### src/hdl/lrfe_pkg.sv
package lrfe_pkg;

   // input item: start an action or render one frame
   typedef struct packed {
      logic        opcode;
      logic [31:0] now_ticks;
   } req_type;

   // result item: one colour for one led, scaled by brightness when the envelope is active
   typedef struct packed {
      logic [3:0] led_index;
      logic [7:0] red;
      logic [7:0] green;
      logic [7:0] blue;
      logic       last;
      logic       finished;
   } rsp_type;

   // opcodes
   localparam logic OP_START  = 1'b0;
   localparam logic OP_RENDER = 1'b1;

   // register indexes
   localparam int CSR_INDEX_W = 3;
   localparam int CSR_DATA_W  = 32;
   localparam logic [CSR_INDEX_W-1:0] CSR_ACTION_KIND = 3'd0;
   localparam logic [CSR_INDEX_W-1:0] CSR_MAIN_COLOR  = 3'd1;
   localparam logic [CSR_INDEX_W-1:0] CSR_ALT_COLOR   = 3'd2;
   localparam logic [CSR_INDEX_W-1:0] CSR_DURATION    = 3'd3;
   localparam logic [CSR_INDEX_W-1:0] CSR_FADE_STEP   = 3'd4;
   localparam logic [CSR_INDEX_W-1:0] CSR_FADE_TICKS  = 3'd5;

   // action kinds
   localparam logic [2:0] KIND_FADE   = 3'd0;
   localparam logic [2:0] KIND_GLOW   = 3'd1;
   localparam logic [2:0] KIND_THROB  = 3'd2;
   localparam logic [2:0] KIND_PULSAR = 3'd3;
   localparam logic [2:0] KIND_DOUBLE = 3'd4;
   localparam logic [2:0] KIND_SIREN  = 3'd5;

   // rotating masks, main and alternate
   localparam int MASK_W = 24;
   localparam logic [MASK_W-1:0] MASK_PULSE_MAIN = 24'h040040;
   localparam logic [MASK_W-1:0] MASK_PULSE_ALT  = 24'h001001;
   localparam logic [MASK_W-1:0] MASK_SIREN_MAIN = 24'h03F03F;
   localparam logic [MASK_W-1:0] MASK_SIREN_ALT  = 24'hFC0FC0;

   localparam int COLOR_W = 24;

   // register reset values
   localparam logic [7:0]  FADE_STEP_RESET  = 8'd6;
   localparam logic [31:0] FADE_TICKS_RESET = 32'd1344;

endpackage

### src/hdl/lrfe_ram.sv
module lrfe_ram #(
   parameter int WIDTH = 24,
   parameter int DEPTH = 12
) (
   input  logic                                   clock,
   input  logic                                   wr_en,
   input  logic [(DEPTH > 1 ? $clog2(DEPTH) : 1)-1:0] wr_addr,
   input  logic [WIDTH-1:0]                       wr_data,
   input  logic                                   rd_en,
   input  logic [(DEPTH > 1 ? $clog2(DEPTH) : 1)-1:0] rd_addr,
   output logic [WIDTH-1:0]                       rd_data
);

   logic [WIDTH-1:0] mem_ff [DEPTH];
   logic [WIDTH-1:0] rd_data_ff;

   // write port
   always_ff @(posedge clock) begin
      if (wr_en) begin
         mem_ff[wr_addr] <= wr_data;
      end
   end

   // registered read, holds while not enabled
   always_ff @(posedge clock) begin
      if (rd_en) begin
         rd_data_ff <= mem_ff[rd_addr];
      end
   end

   assign rd_data = rd_data_ff;

endmodule

### src/hdl/led_ring_effect_frame_engine.sv
// start item: accepted in idle, timing settles in ST_START1 and ST_START2, then the engine returns to idle
// render item: setup states ST_R1 to ST_R4, then one led per cycle while results are taken at once,
//   through the frame memory read-modify-write; a low rsp_ready stalls the led loop
// one item is worked at a time; the next is taken once the last led sits in the output register
// synchronous active-high reset clears control state and the frame store valid bits (no clearing pass)
module led_ring_effect_frame_engine #(
   parameter int NUM_LEDS  = 12,
   parameter int LEVEL_MAX = 255
) (
   input  logic                               clock,
   input  logic                               reset,
   input  logic                               req_valid,
   output logic                               req_ready,
   input  lrfe_pkg::req_type                  req_item,
   output logic                               rsp_valid,
   input  logic                               rsp_ready,
   output lrfe_pkg::rsp_type                  rsp_item,
   input  logic                               csr_valid,
   output logic                               csr_ready,
   input  logic [lrfe_pkg::CSR_INDEX_W-1:0]   csr_index,
   input  logic [lrfe_pkg::CSR_DATA_W-1:0]    csr_data
);

   import lrfe_pkg::*;

   localparam int IDX_W = (NUM_LEDS > 1) ? $clog2(NUM_LEDS) : 1;
   localparam int CNT_W = $clog2(NUM_LEDS + 1);

   localparam logic [2:0] ST_IDLE   = 3'd0;
   localparam logic [2:0] ST_START1 = 3'd1;
   localparam logic [2:0] ST_START2 = 3'd2;
   localparam logic [2:0] ST_R1     = 3'd3;
   localparam logic [2:0] ST_R2     = 3'd4;
   localparam logic [2:0] ST_R3     = 3'd5;
   localparam logic [2:0] ST_R4     = 3'd6;
   localparam logic [2:0] ST_LOOP   = 3'd7;

   // configuration registers
   logic [2:0]  kind_ff;
   logic [23:0] main_color_ff;
   logic [23:0] alt_color_ff;
   logic [31:0] duration_ff;
   logic [7:0]  fade_step_ff;
   logic [31:0] fade_ticks_ff;

   // action state
   logic [2:0]       state_ff, state_in;
   logic             op_ff;
   logic [31:0]      now_ff;
   logic [8:0]       brightness_ff, brightness_in;
   logic [IDX_W-1:0] rot_ff, rot_in;
   logic [31:0]      fade_in_end_ff, fade_in_end_in;
   logic [31:0]      fade_out_start_ff, fade_out_start_in;
   logic [31:0]      end_tick_ff, end_tick_in;
   logic             fade_en_ff, fade_en_in;

   // per-frame working registers
   logic [31:0]         t1_ff, t1_in;
   logic [31:0]         t2_ff, t2_in;
   logic                rearm_ff, rearm_in;
   logic                done_ff, done_in;
   logic                scale_en_ff, scale_en_in;
   logic                rotating_ff, rotating_in;
   logic [NUM_LEDS-1:0] mask_main_ff, mask_main_in;
   logic [NUM_LEDS-1:0] mask_alt_ff, mask_alt_in;

   // led loop
   logic [CNT_W-1:0]    rd_cnt_ff, rd_cnt_in;
   logic                d_valid_ff, d_valid_in;
   logic [IDX_W-1:0]    d_idx_ff;
   logic                d_known_ff;
   logic [NUM_LEDS-1:0] known_ff, known_in;
   logic                rsp_valid_ff, rsp_valid_in;
   rsp_type             rsp_item_ff;

   logic        issue;
   logic        advance;
   logic [23:0] rd_data;
   logic [23:0] stored;
   logic [23:0] painted;
   logic [23:0] led_color;
   logic [15:0] prod_r, prod_g, prod_b;
   logic [7:0]  bright8;
   logic [31:0] t3;
   logic [31:0] end_minus_fade;
   logic signed [9:0] lvl_sum;
   logic [23:0] mask_main_full, mask_alt_full;
   logic        kind_rot;

   assign req_ready = (state_ff == ST_IDLE);
   assign csr_ready = 1'b1;
   assign rsp_valid = rsp_valid_ff;
   assign rsp_item  = rsp_item_ff;

   // configuration writes
   always_ff @(posedge clock) begin
      if (reset) begin
         kind_ff       <= KIND_FADE;
         main_color_ff <= '0;
         alt_color_ff  <= '0;
         duration_ff   <= '0;
         fade_step_ff  <= FADE_STEP_RESET;
         fade_ticks_ff <= FADE_TICKS_RESET;
      end else if (csr_valid && csr_ready) begin
         case (csr_index)
            CSR_ACTION_KIND: kind_ff       <= csr_data[2:0];
            CSR_MAIN_COLOR:  main_color_ff <= csr_data[23:0];
            CSR_ALT_COLOR:   alt_color_ff  <= csr_data[23:0];
            CSR_DURATION:    duration_ff   <= csr_data;
            CSR_FADE_STEP:   fade_step_ff  <= csr_data[7:0];
            CSR_FADE_TICKS:  fade_ticks_ff <= csr_data;
            default: begin
            end
         endcase
      end
   end

   // loop handshake
   assign advance = d_valid_ff && (!rsp_valid_ff || rsp_ready);
   assign issue   = (state_ff == ST_LOOP) && (rd_cnt_ff < CNT_W'(NUM_LEDS))
                    && (!d_valid_ff || advance);

   assign kind_rot = (kind_ff inside {KIND_PULSAR, KIND_DOUBLE, KIND_SIREN});

   // throb re-arm bound and clamp value
   assign t3             = t2_ff + fade_ticks_ff;
   assign end_minus_fade = end_tick_ff - fade_ticks_ff;

   // brightness step
   always_comb begin
      lvl_sum = $signed({1'b0, brightness_ff});
      if (now_ff > fade_out_start_ff) begin
         lvl_sum = $signed({1'b0, brightness_ff}) - $signed({2'b00, fade_step_ff});
      end else if (now_ff < fade_in_end_ff) begin
         lvl_sum = $signed({1'b0, brightness_ff}) + $signed({2'b00, fade_step_ff});
      end
   end

   // rotated masks
   always_comb begin
      if (kind_ff == KIND_SIREN) begin
         mask_main_full = MASK_SIREN_MAIN >> rot_ff;
         mask_alt_full  = MASK_SIREN_ALT >> rot_ff;
      end else begin
         mask_main_full = MASK_PULSE_MAIN >> rot_ff;
         mask_alt_full  = MASK_PULSE_ALT >> rot_ff;
      end
   end

   // sequencer and per-frame setup
   always_comb begin
      state_in          = state_ff;
      brightness_in     = brightness_ff;
      rot_in            = rot_ff;
      fade_in_end_in    = fade_in_end_ff;
      fade_out_start_in = fade_out_start_ff;
      end_tick_in       = end_tick_ff;
      fade_en_in        = fade_en_ff;
      t1_in             = t1_ff;
      t2_in             = t2_ff;
      rearm_in          = rearm_ff;
      done_in           = done_ff;
      scale_en_in       = scale_en_ff;
      rotating_in       = rotating_ff;
      mask_main_in      = mask_main_ff;
      mask_alt_in       = mask_alt_ff;
      rd_cnt_in         = rd_cnt_ff;
      case (state_ff)
         ST_IDLE: begin
            if (req_valid) begin
               state_in = (req_item.opcode == OP_START) ? ST_START1 : ST_R1;
            end
         end
         // start: clear brightness and rotation, set end tick, fade-in end and enable
         ST_START1: begin
            brightness_in = '0;
            rot_in        = '0;
            end_tick_in   = now_ff + duration_ff;
            fade_en_in    = !(fade_ticks_ff > (duration_ff >> 1));
            if (!(fade_ticks_ff > (duration_ff >> 1))) begin
               fade_in_end_in = now_ff + fade_ticks_ff;
            end
            state_in = ST_START2;
         end
         // start: fade-out start
         ST_START2: begin
            if (fade_en_ff) begin
               fade_out_start_in = (kind_ff == KIND_THROB) ? fade_in_end_ff : end_minus_fade;
            end
            state_in = ST_IDLE;
         end
         ST_R1: begin
            t1_in    = fade_out_start_ff + fade_ticks_ff;
            done_in  = end_tick_ff < now_ff;
            state_in = ST_R2;
         end
         ST_R2: begin
            rearm_in = (kind_ff == KIND_THROB) && (now_ff > t1_ff);
            t2_in    = t1_ff + fade_ticks_ff;
            state_in = ST_R3;
         end
         // throb window re-arm
         ST_R3: begin
            if (rearm_ff) begin
               if (t3 > end_tick_ff) begin
                  fade_in_end_in    = end_minus_fade;
                  fade_out_start_in = end_minus_fade;
               end else begin
                  fade_in_end_in    = t2_ff;
                  fade_out_start_in = t2_ff;
               end
            end
            state_in = ST_R4;
         end
         // envelope and paint masks
         ST_R4: begin
            scale_en_in = fade_en_ff
                          && !(now_ff > fade_in_end_ff && now_ff < fade_out_start_ff);
            if (fade_en_ff && !(now_ff > fade_in_end_ff && now_ff < fade_out_start_ff)) begin
               if (lvl_sum < 10'sd0) begin
                  brightness_in = '0;
               end else if (lvl_sum > $signed(10'(LEVEL_MAX))) begin
                  brightness_in = 9'(LEVEL_MAX);
               end else begin
                  brightness_in = lvl_sum[8:0];
               end
            end
            rotating_in  = kind_rot;
            mask_main_in = mask_main_full[NUM_LEDS-1:0];
            mask_alt_in  = mask_alt_full[NUM_LEDS-1:0];
            if (kind_rot) begin
               rot_in = (rot_ff == IDX_W'(NUM_LEDS - 1)) ? '0 : rot_ff + 1'b1;
            end
            rd_cnt_in = '0;
            state_in  = ST_LOOP;
         end
         ST_LOOP: begin
            if (issue) begin
               rd_cnt_in = rd_cnt_ff + 1'b1;
            end
            if (advance && d_idx_ff == IDX_W'(NUM_LEDS - 1)) begin
               state_in = ST_IDLE;
            end
         end
         default: begin
            state_in = ST_IDLE;
         end
      endcase
   end

   // frame memory
   lrfe_ram #(
      .WIDTH(COLOR_W),
      .DEPTH(NUM_LEDS)
   ) u_frame_ram (
      .clock   (clock),
      .wr_en   (advance),
      .wr_addr (d_idx_ff),
      .wr_data (led_color),
      .rd_en   (issue),
      .rd_addr (rd_cnt_ff[IDX_W-1:0]),
      .rd_data (rd_data)
   );

   // paint and scale one led
   assign stored = d_known_ff ? rd_data : '0;
   always_comb begin
      painted = stored;
      if (!rotating_ff) begin
         painted = main_color_ff;
      end else if (mask_main_ff[d_idx_ff]) begin
         painted = main_color_ff;
      end else if (mask_alt_ff[d_idx_ff]) begin
         painted = (kind_ff == KIND_PULSAR) ? '0 : alt_color_ff;
      end
   end

   assign bright8 = brightness_ff[7:0];
   assign prod_r  = bright8 * painted[23:16];
   assign prod_g  = bright8 * painted[15:8];
   assign prod_b  = bright8 * painted[7:0];
   assign led_color = scale_en_ff ? {prod_r[15:8], prod_g[15:8], prod_b[15:8]} : painted;

   // loop control and output register next values
   always_comb begin
      d_valid_in   = d_valid_ff;
      known_in     = known_ff;
      rsp_valid_in = rsp_valid_ff;
      if (issue) begin
         d_valid_in = 1'b1;
      end else if (advance) begin
         d_valid_in = 1'b0;
      end
      if (advance) begin
         known_in[d_idx_ff] = 1'b1;
         rsp_valid_in       = 1'b1;
      end else if (rsp_ready) begin
         rsp_valid_in = 1'b0;
      end
   end

   // control registers
   always_ff @(posedge clock) begin
      if (reset) begin
         state_ff          <= ST_IDLE;
         brightness_ff     <= '0;
         rot_ff            <= '0;
         fade_in_end_ff    <= '0;
         fade_out_start_ff <= '0;
         end_tick_ff       <= '0;
         fade_en_ff        <= 1'b0;
         rd_cnt_ff         <= '0;
         d_valid_ff        <= 1'b0;
         known_ff          <= '0;
         rsp_valid_ff      <= 1'b0;
      end else begin
         state_ff          <= state_in;
         brightness_ff     <= brightness_in;
         rot_ff            <= rot_in;
         fade_in_end_ff    <= fade_in_end_in;
         fade_out_start_ff <= fade_out_start_in;
         end_tick_ff       <= end_tick_in;
         fade_en_ff        <= fade_en_in;
         rd_cnt_ff         <= rd_cnt_in;
         d_valid_ff        <= d_valid_in;
         known_ff          <= known_in;
         rsp_valid_ff      <= rsp_valid_in;
      end
   end

   // payload registers
   always_ff @(posedge clock) begin
      if (req_valid && req_ready) begin
         op_ff  <= req_item.opcode;
         now_ff <= req_item.now_ticks;
      end
      t1_ff        <= t1_in;
      t2_ff        <= t2_in;
      rearm_ff     <= rearm_in;
      done_ff      <= done_in;
      scale_en_ff  <= scale_en_in;
      rotating_ff  <= rotating_in;
      mask_main_ff <= mask_main_in;
      mask_alt_ff  <= mask_alt_in;
      if (issue) begin
         d_idx_ff   <= rd_cnt_ff[IDX_W-1:0];
         d_known_ff <= known_ff[rd_cnt_ff[IDX_W-1:0]];
      end
      if (advance) begin
         rsp_item_ff.led_index <= 4'(d_idx_ff);
         rsp_item_ff.red       <= led_color[23:16];
         rsp_item_ff.green     <= led_color[15:8];
         rsp_item_ff.blue      <= led_color[7:0];
         rsp_item_ff.last      <= (d_idx_ff == IDX_W'(NUM_LEDS - 1));
         rsp_item_ff.finished  <= done_ff && (op_ff == OP_RENDER);
      end
   end

endmodule

### config.mk
export PLATFORM = sky130hd
export DESIGN_NAME = led_ring_effect_frame_engine
export DESIGN_NICKNAME = d
export VERILOG_FILES = /design/src/hdl/lrfe_pkg.sv /design/src/hdl/lrfe_ram.sv /design/src/hdl/led_ring_effect_frame_engine.sv
export SDC_FILE = /design/constraint.sdc
export NUM_CORES = 2
export LEC_CHECK = 0
export BUFFER_PORTS_ARGS = -buffer_cell sky130_fd_sc_hd__buf_4
export CAP_MARGIN = 20
export CORE_ASPECT_RATIO = 0.5
export CORE_MARGIN = 2
export CORE_UTILIZATION = 35
export DETAILED_ROUTE_END_ITERATION = 10
export HOLD_SLACK_MARGIN = 0.06
export PLACE_DENSITY = 0.51
export SYNTH_ARGS = -nofsm -noshare
export SYNTH_HDL_FRONTEND = slang
export SYNTH_SLANG_ARGS = --single-unit
### constraint.sdc
create_clock -name clock -period 8.53 [get_ports clock]
set_clock_uncertainty 0.1 [all_clocks]
set_input_delay 0.853 -clock clock [delete_from_list [all_inputs] [get_ports clock]]
set_output_delay 0.853 -clock clock [all_outputs]
set_load 0.05 [all_outputs]
==> key figures <==
Drt
  • Met2 Routed Length: 63,900 um
  • Antenna-violating nets left: 0
  • Drt pass-1 iters: 5
  • Vias: ~37,000
  • Via density per instance: 5.44
  • Top sig layer: met5
  • Initial DRC Count: 2,739
  • WL final: 147,000 um
  • # DRC: 0
  • Routed met1 length: 69,100 um
  • Met3 WL: 9480 um
  • WL/cell: 21.8 um

Placed design
  • Final HPWL DP: 109,000 um
  • I/O Buffers: ~100
  • Gpl congestion: around 0.90
  • Cell Area, Placed: just over 0.05 sq mm
  • Pre-CTS WS: 498 ps

Critical path
  • Crit path kind: reg2reg
  • Slowest cell delay on critical path: ~670 ps
  • Crit start category: register
  • Crit path top cell by count: fa_1
  • CP Buf/Inv Count: 4
  • Crit path arrival time: between 8000 and 9000 ps
  • CP Capture Type: register
  • R2R depth: 24
  • R2r endpoint: u_frame_ram.mem_ff[2][6]$_DFFE_PP_
  • Flop-to-flop setup slack: 560 ps
  • R2R Path Start: d_idx_ff[0]$_DFFE_PP_
  • Worst-path cell chain: mux2i_1 > a22o_1 > o31ai_2 > and2_1 > buf_4 > a221o_1 > o21ai_1 > nand2b_1 > fa_1 > fa_1 > inv_1 > fa_1 > inv_1 > fa_1 > inv_1 > ha_1 > a2111o_1 > nor4_1 > o31ai_1 > a31oi_1 > o21bai_1 > a21oi_1 > xor2_1 > mux2i_1
  • CP max stage cell: mux2i_1
  • CP delay by family, top: compound AO/OA/AOI/OAI gates
  • CP max FO: 13
  • Critical Path RT: between 8000 and 9000 ps

Layout
  • Fraction of layout cells with a size suffix above 1: 0.102
  • Footprint of the multi-input gates: 0.0265 sq mm
  • Final instance area: 0.0537 sq mm
  • Fin nets: 5,549
  • Layout fillers: 13,200
  • Layout area overhead: 12.3%
  • Final Util: 0.398
  • Sequential Area: 0.0191 sq mm

Global routing
  • GR Overflow Total: 0
  • Vias in the first global route: 36,300
  • Overall Global Routing Usage: 0.208
  • Largest net degree at the start of global routing: 106
  • First-pass GRT wire length: 221,000 um
  • Initial antenna violation count: 4

Floorplan
  • Core area: 0.135 sq mm
  • Row count: between 90 and 100
  • Die Ht: approximately 270 um
  • Die area: 0.140 sq mm
  • Die Wd: around 530 um
  • Initial Util: 0.354
  • # IOs: roughly 110

Clocking
  • Post-CTS Hold Fix Bufs: 0
  • Worst-Skew Late Latency: between 600 and 700 ps
  • TritonCTS Buffers: 76
  • H-tree depth: 3
  • Worst-path clk slew: 60 ps
  • Clk sink count: 720
  • Clk buf depth: 3
  • CTS tree: done
  • Clk Tree Root Cell: clkbuf_16

Min path
  • Worst min path class: in2reg
  • Hold path cells: 1
  • HP Start: req_item[10]
  • Hold path endpoint: now_ff[10]$_DFFE_PP_

Yosys
  • Synth top area share: 0.293
  • Seq/Total Area, Yosys: 0.399
  • Top cell type by total area after synthesis: edfxtp_1
  • Count leader, synth: nand2_1
  • Synth top area cells: edfxtp_1, ha_1, dfxtp_1
  • Average cell area after synthesis: 10.1 sq um
  • Post-synth ARST share: 0
  • Synth cell count leaders: nand2_1, ha_1, edfxtp_1
  • Synthesized flop and latch total: 720
  • Synthesized area: 0.0478 sq mm
  • Post-Syn Nets: around 5,400
  • Synth cell types: 95
  • Cells after Synth: between 4,000 and 5,000
  • Ys flop type: edfxtp_1
  • EDFF count, synth: 466
  • Warnings, synthesis: 0

STA
  • Setup Viol. Count Final: 0
  • Min Tclk post-route: about 8000 ps
  • Worst slew pin tran: ~1000 ps
  • RSZ-0062 raised after global routing: false
  • Slew Viols, Final: 0
  • Final setup margin: 565 ps
  • Final hold vios: 0
  • Slew margin rel.: 0.297
  • Fin Setup TNS: 0 ps
  • Top achievable clock speed: 126 MHz
  • Final critical-path share of the clock period: 0.934

Power and ir drop
  • P_int: between 6000 and 7000 uW
  • Sw Ratio: 0.275
  • PwrDens: between 150 and 200 mW/mm^2
  • Comb power frac: 0.134
  • Switch Pwr: between 2000 and 2500 uW
  • Maximum VDD drop: 0.121 mV
  • Register share of total power: 0.461
  • Clock power share: 0.405
  • Leakage: 0.0219 uW

Job
  • Max-cap viol count: 0

Outcome
  • Outcome: completed
timing repair:
action                                  in CTS  in global routing
resized for setup                            0                  2
setup buffers                                0                  0
endpoints found under the setup margin       0                 26
metal layers:
layer	vias up	track usage
met1	18100	0.298
met5	-	0
met3	190	0.0359
li1	17400	-
met4	4	0.0617
met2	993	0.320
registers in the layout, summed over array words and instances, names as in the netlist, 6 cells and up:
| name | count |
|---|---|
| alt_color_ff | 24 |
| brightness_ff | 9 |
| duration_ff | 32 |
| end_tick_ff | 32 |
| fade_in_end_ff | 32 |
| fade_out_start_ff | 32 |
| fade_step_ff | 8 |
| fade_ticks_ff | 32 |
| known_ff | 12 |
| main_color_ff | 24 |
| mask_alt_ff | 6 |
| mask_main_ff | 12 |
| now_ff | 32 |
| rsp_item | 30 |
| t1_ff | 32 |
| t2_ff | 32 |
| u_frame_ram.mem_ff | 288 |
| u_frame_ram.rd_data | 24 |
layout make-up:
cell class | count | area share
Antenna cell | 1 | 0.0000466
Clock buffer | 97 | 0.0386
Clock inverter | 43 | 0.00774
Inverter | 420 | 0.0294
Multi-Input combinational cell | 3420 | 0.494
Sequential cell | 720 | 0.356
Tap cell | 1794 | 0.0418
Timing Repair Buffer | 229 | 0.0324
cells by family after synthesis:
logic type,Yosys count,synth area share
compound gates,1164,0.159
xor+xnor,172,0.0315
fa+ha+maj,609,0.177
buf+inv,596,0.0478
flops,720,0.399
mux,164,0.0554
other cells,1,0.0000785
simple gates,1310,0.129
cells in the final DEF, fill, tap and decap left out, types with 55 or more instances in the layout:
cell type  Yosys  layout
nand2_1      520     519
nor3_1        69      63
inv_1        417     416
xnor2_1      111     111
fa_1         113     113
xor2_1        61      61
buf_4          2     225
nand2b_1      75      75
and2_1        59      58
mux2i_1       71      69
a21o_1       159     159
nand4_1       55      55
mux4_2        79      79
o21ai_0      190     187
nor2_1       263     253
nor2b_1      114     114
o21a_1        58      58
dfxtp_1      254     250
edfxtp_1     466     466
ha_1         496     496
clkbuf_16      0      78
a21oi_1      358     358
a211oi_1      65      65
power by group through the flow:
stage / combinational (uW) / sequential, uW / clock [uW]
final: 1110 / 3840 / 3370
after global placement: 1070 / 3910 / 0
after floorplan: 770 / 3870 / 0
after detailed placement: 1100 / 3910 / 0
after global routing: 1230 / 3840 / 3580
after CTS: 1100 / 3840 / 3460
per-stage QoR:
stage / cells / power [uW] / hold slack [ps]
floorplan: 4736 / 4640 / 306
global route: 6723 / 8660 / 207
detailed placement: 6578 / 5010 / 347
finish: 6724 / 8330 / 247
global placement: 6578 / 4980 / 343
CTS: 6718 / 8400 / 194
worst max-delay path by stage:
| stage | startpoint | to | cells after the start |
|---|---|---|---|
| after floorplan | d_idx_ff[0]$_DFFE_PP_ | rsp_item[16]$_DFFE_PP_ | 27 |
| after global routing | d_idx_ff[0]$_DFFE_PP_ | u_frame_ram.mem_ff[5][7]$_DFFE_PP_ | 24 |
| final | d_idx_ff[0]$_DFFE_PP_ | u_frame_ram.mem_ff[2][6]$_DFFE_PP_ | 24 |
| after detailed placement | d_idx_ff[0]$_DFFE_PP_ | u_frame_ram.mem_ff[1][15]$_DFFE_PP_ | 25 |
| after global placement | d_idx_ff[0]$_DFFE_PP_ | u_frame_ram.mem_ff[4][15]$_DFFE_PP_ | 25 |
| after CTS | d_idx_ff[0]$_DFFE_PP_ | rsp_item[17]$_DFFE_PP_ | 25 |
No activity file was read; power rests on OpenSTA's default activity.
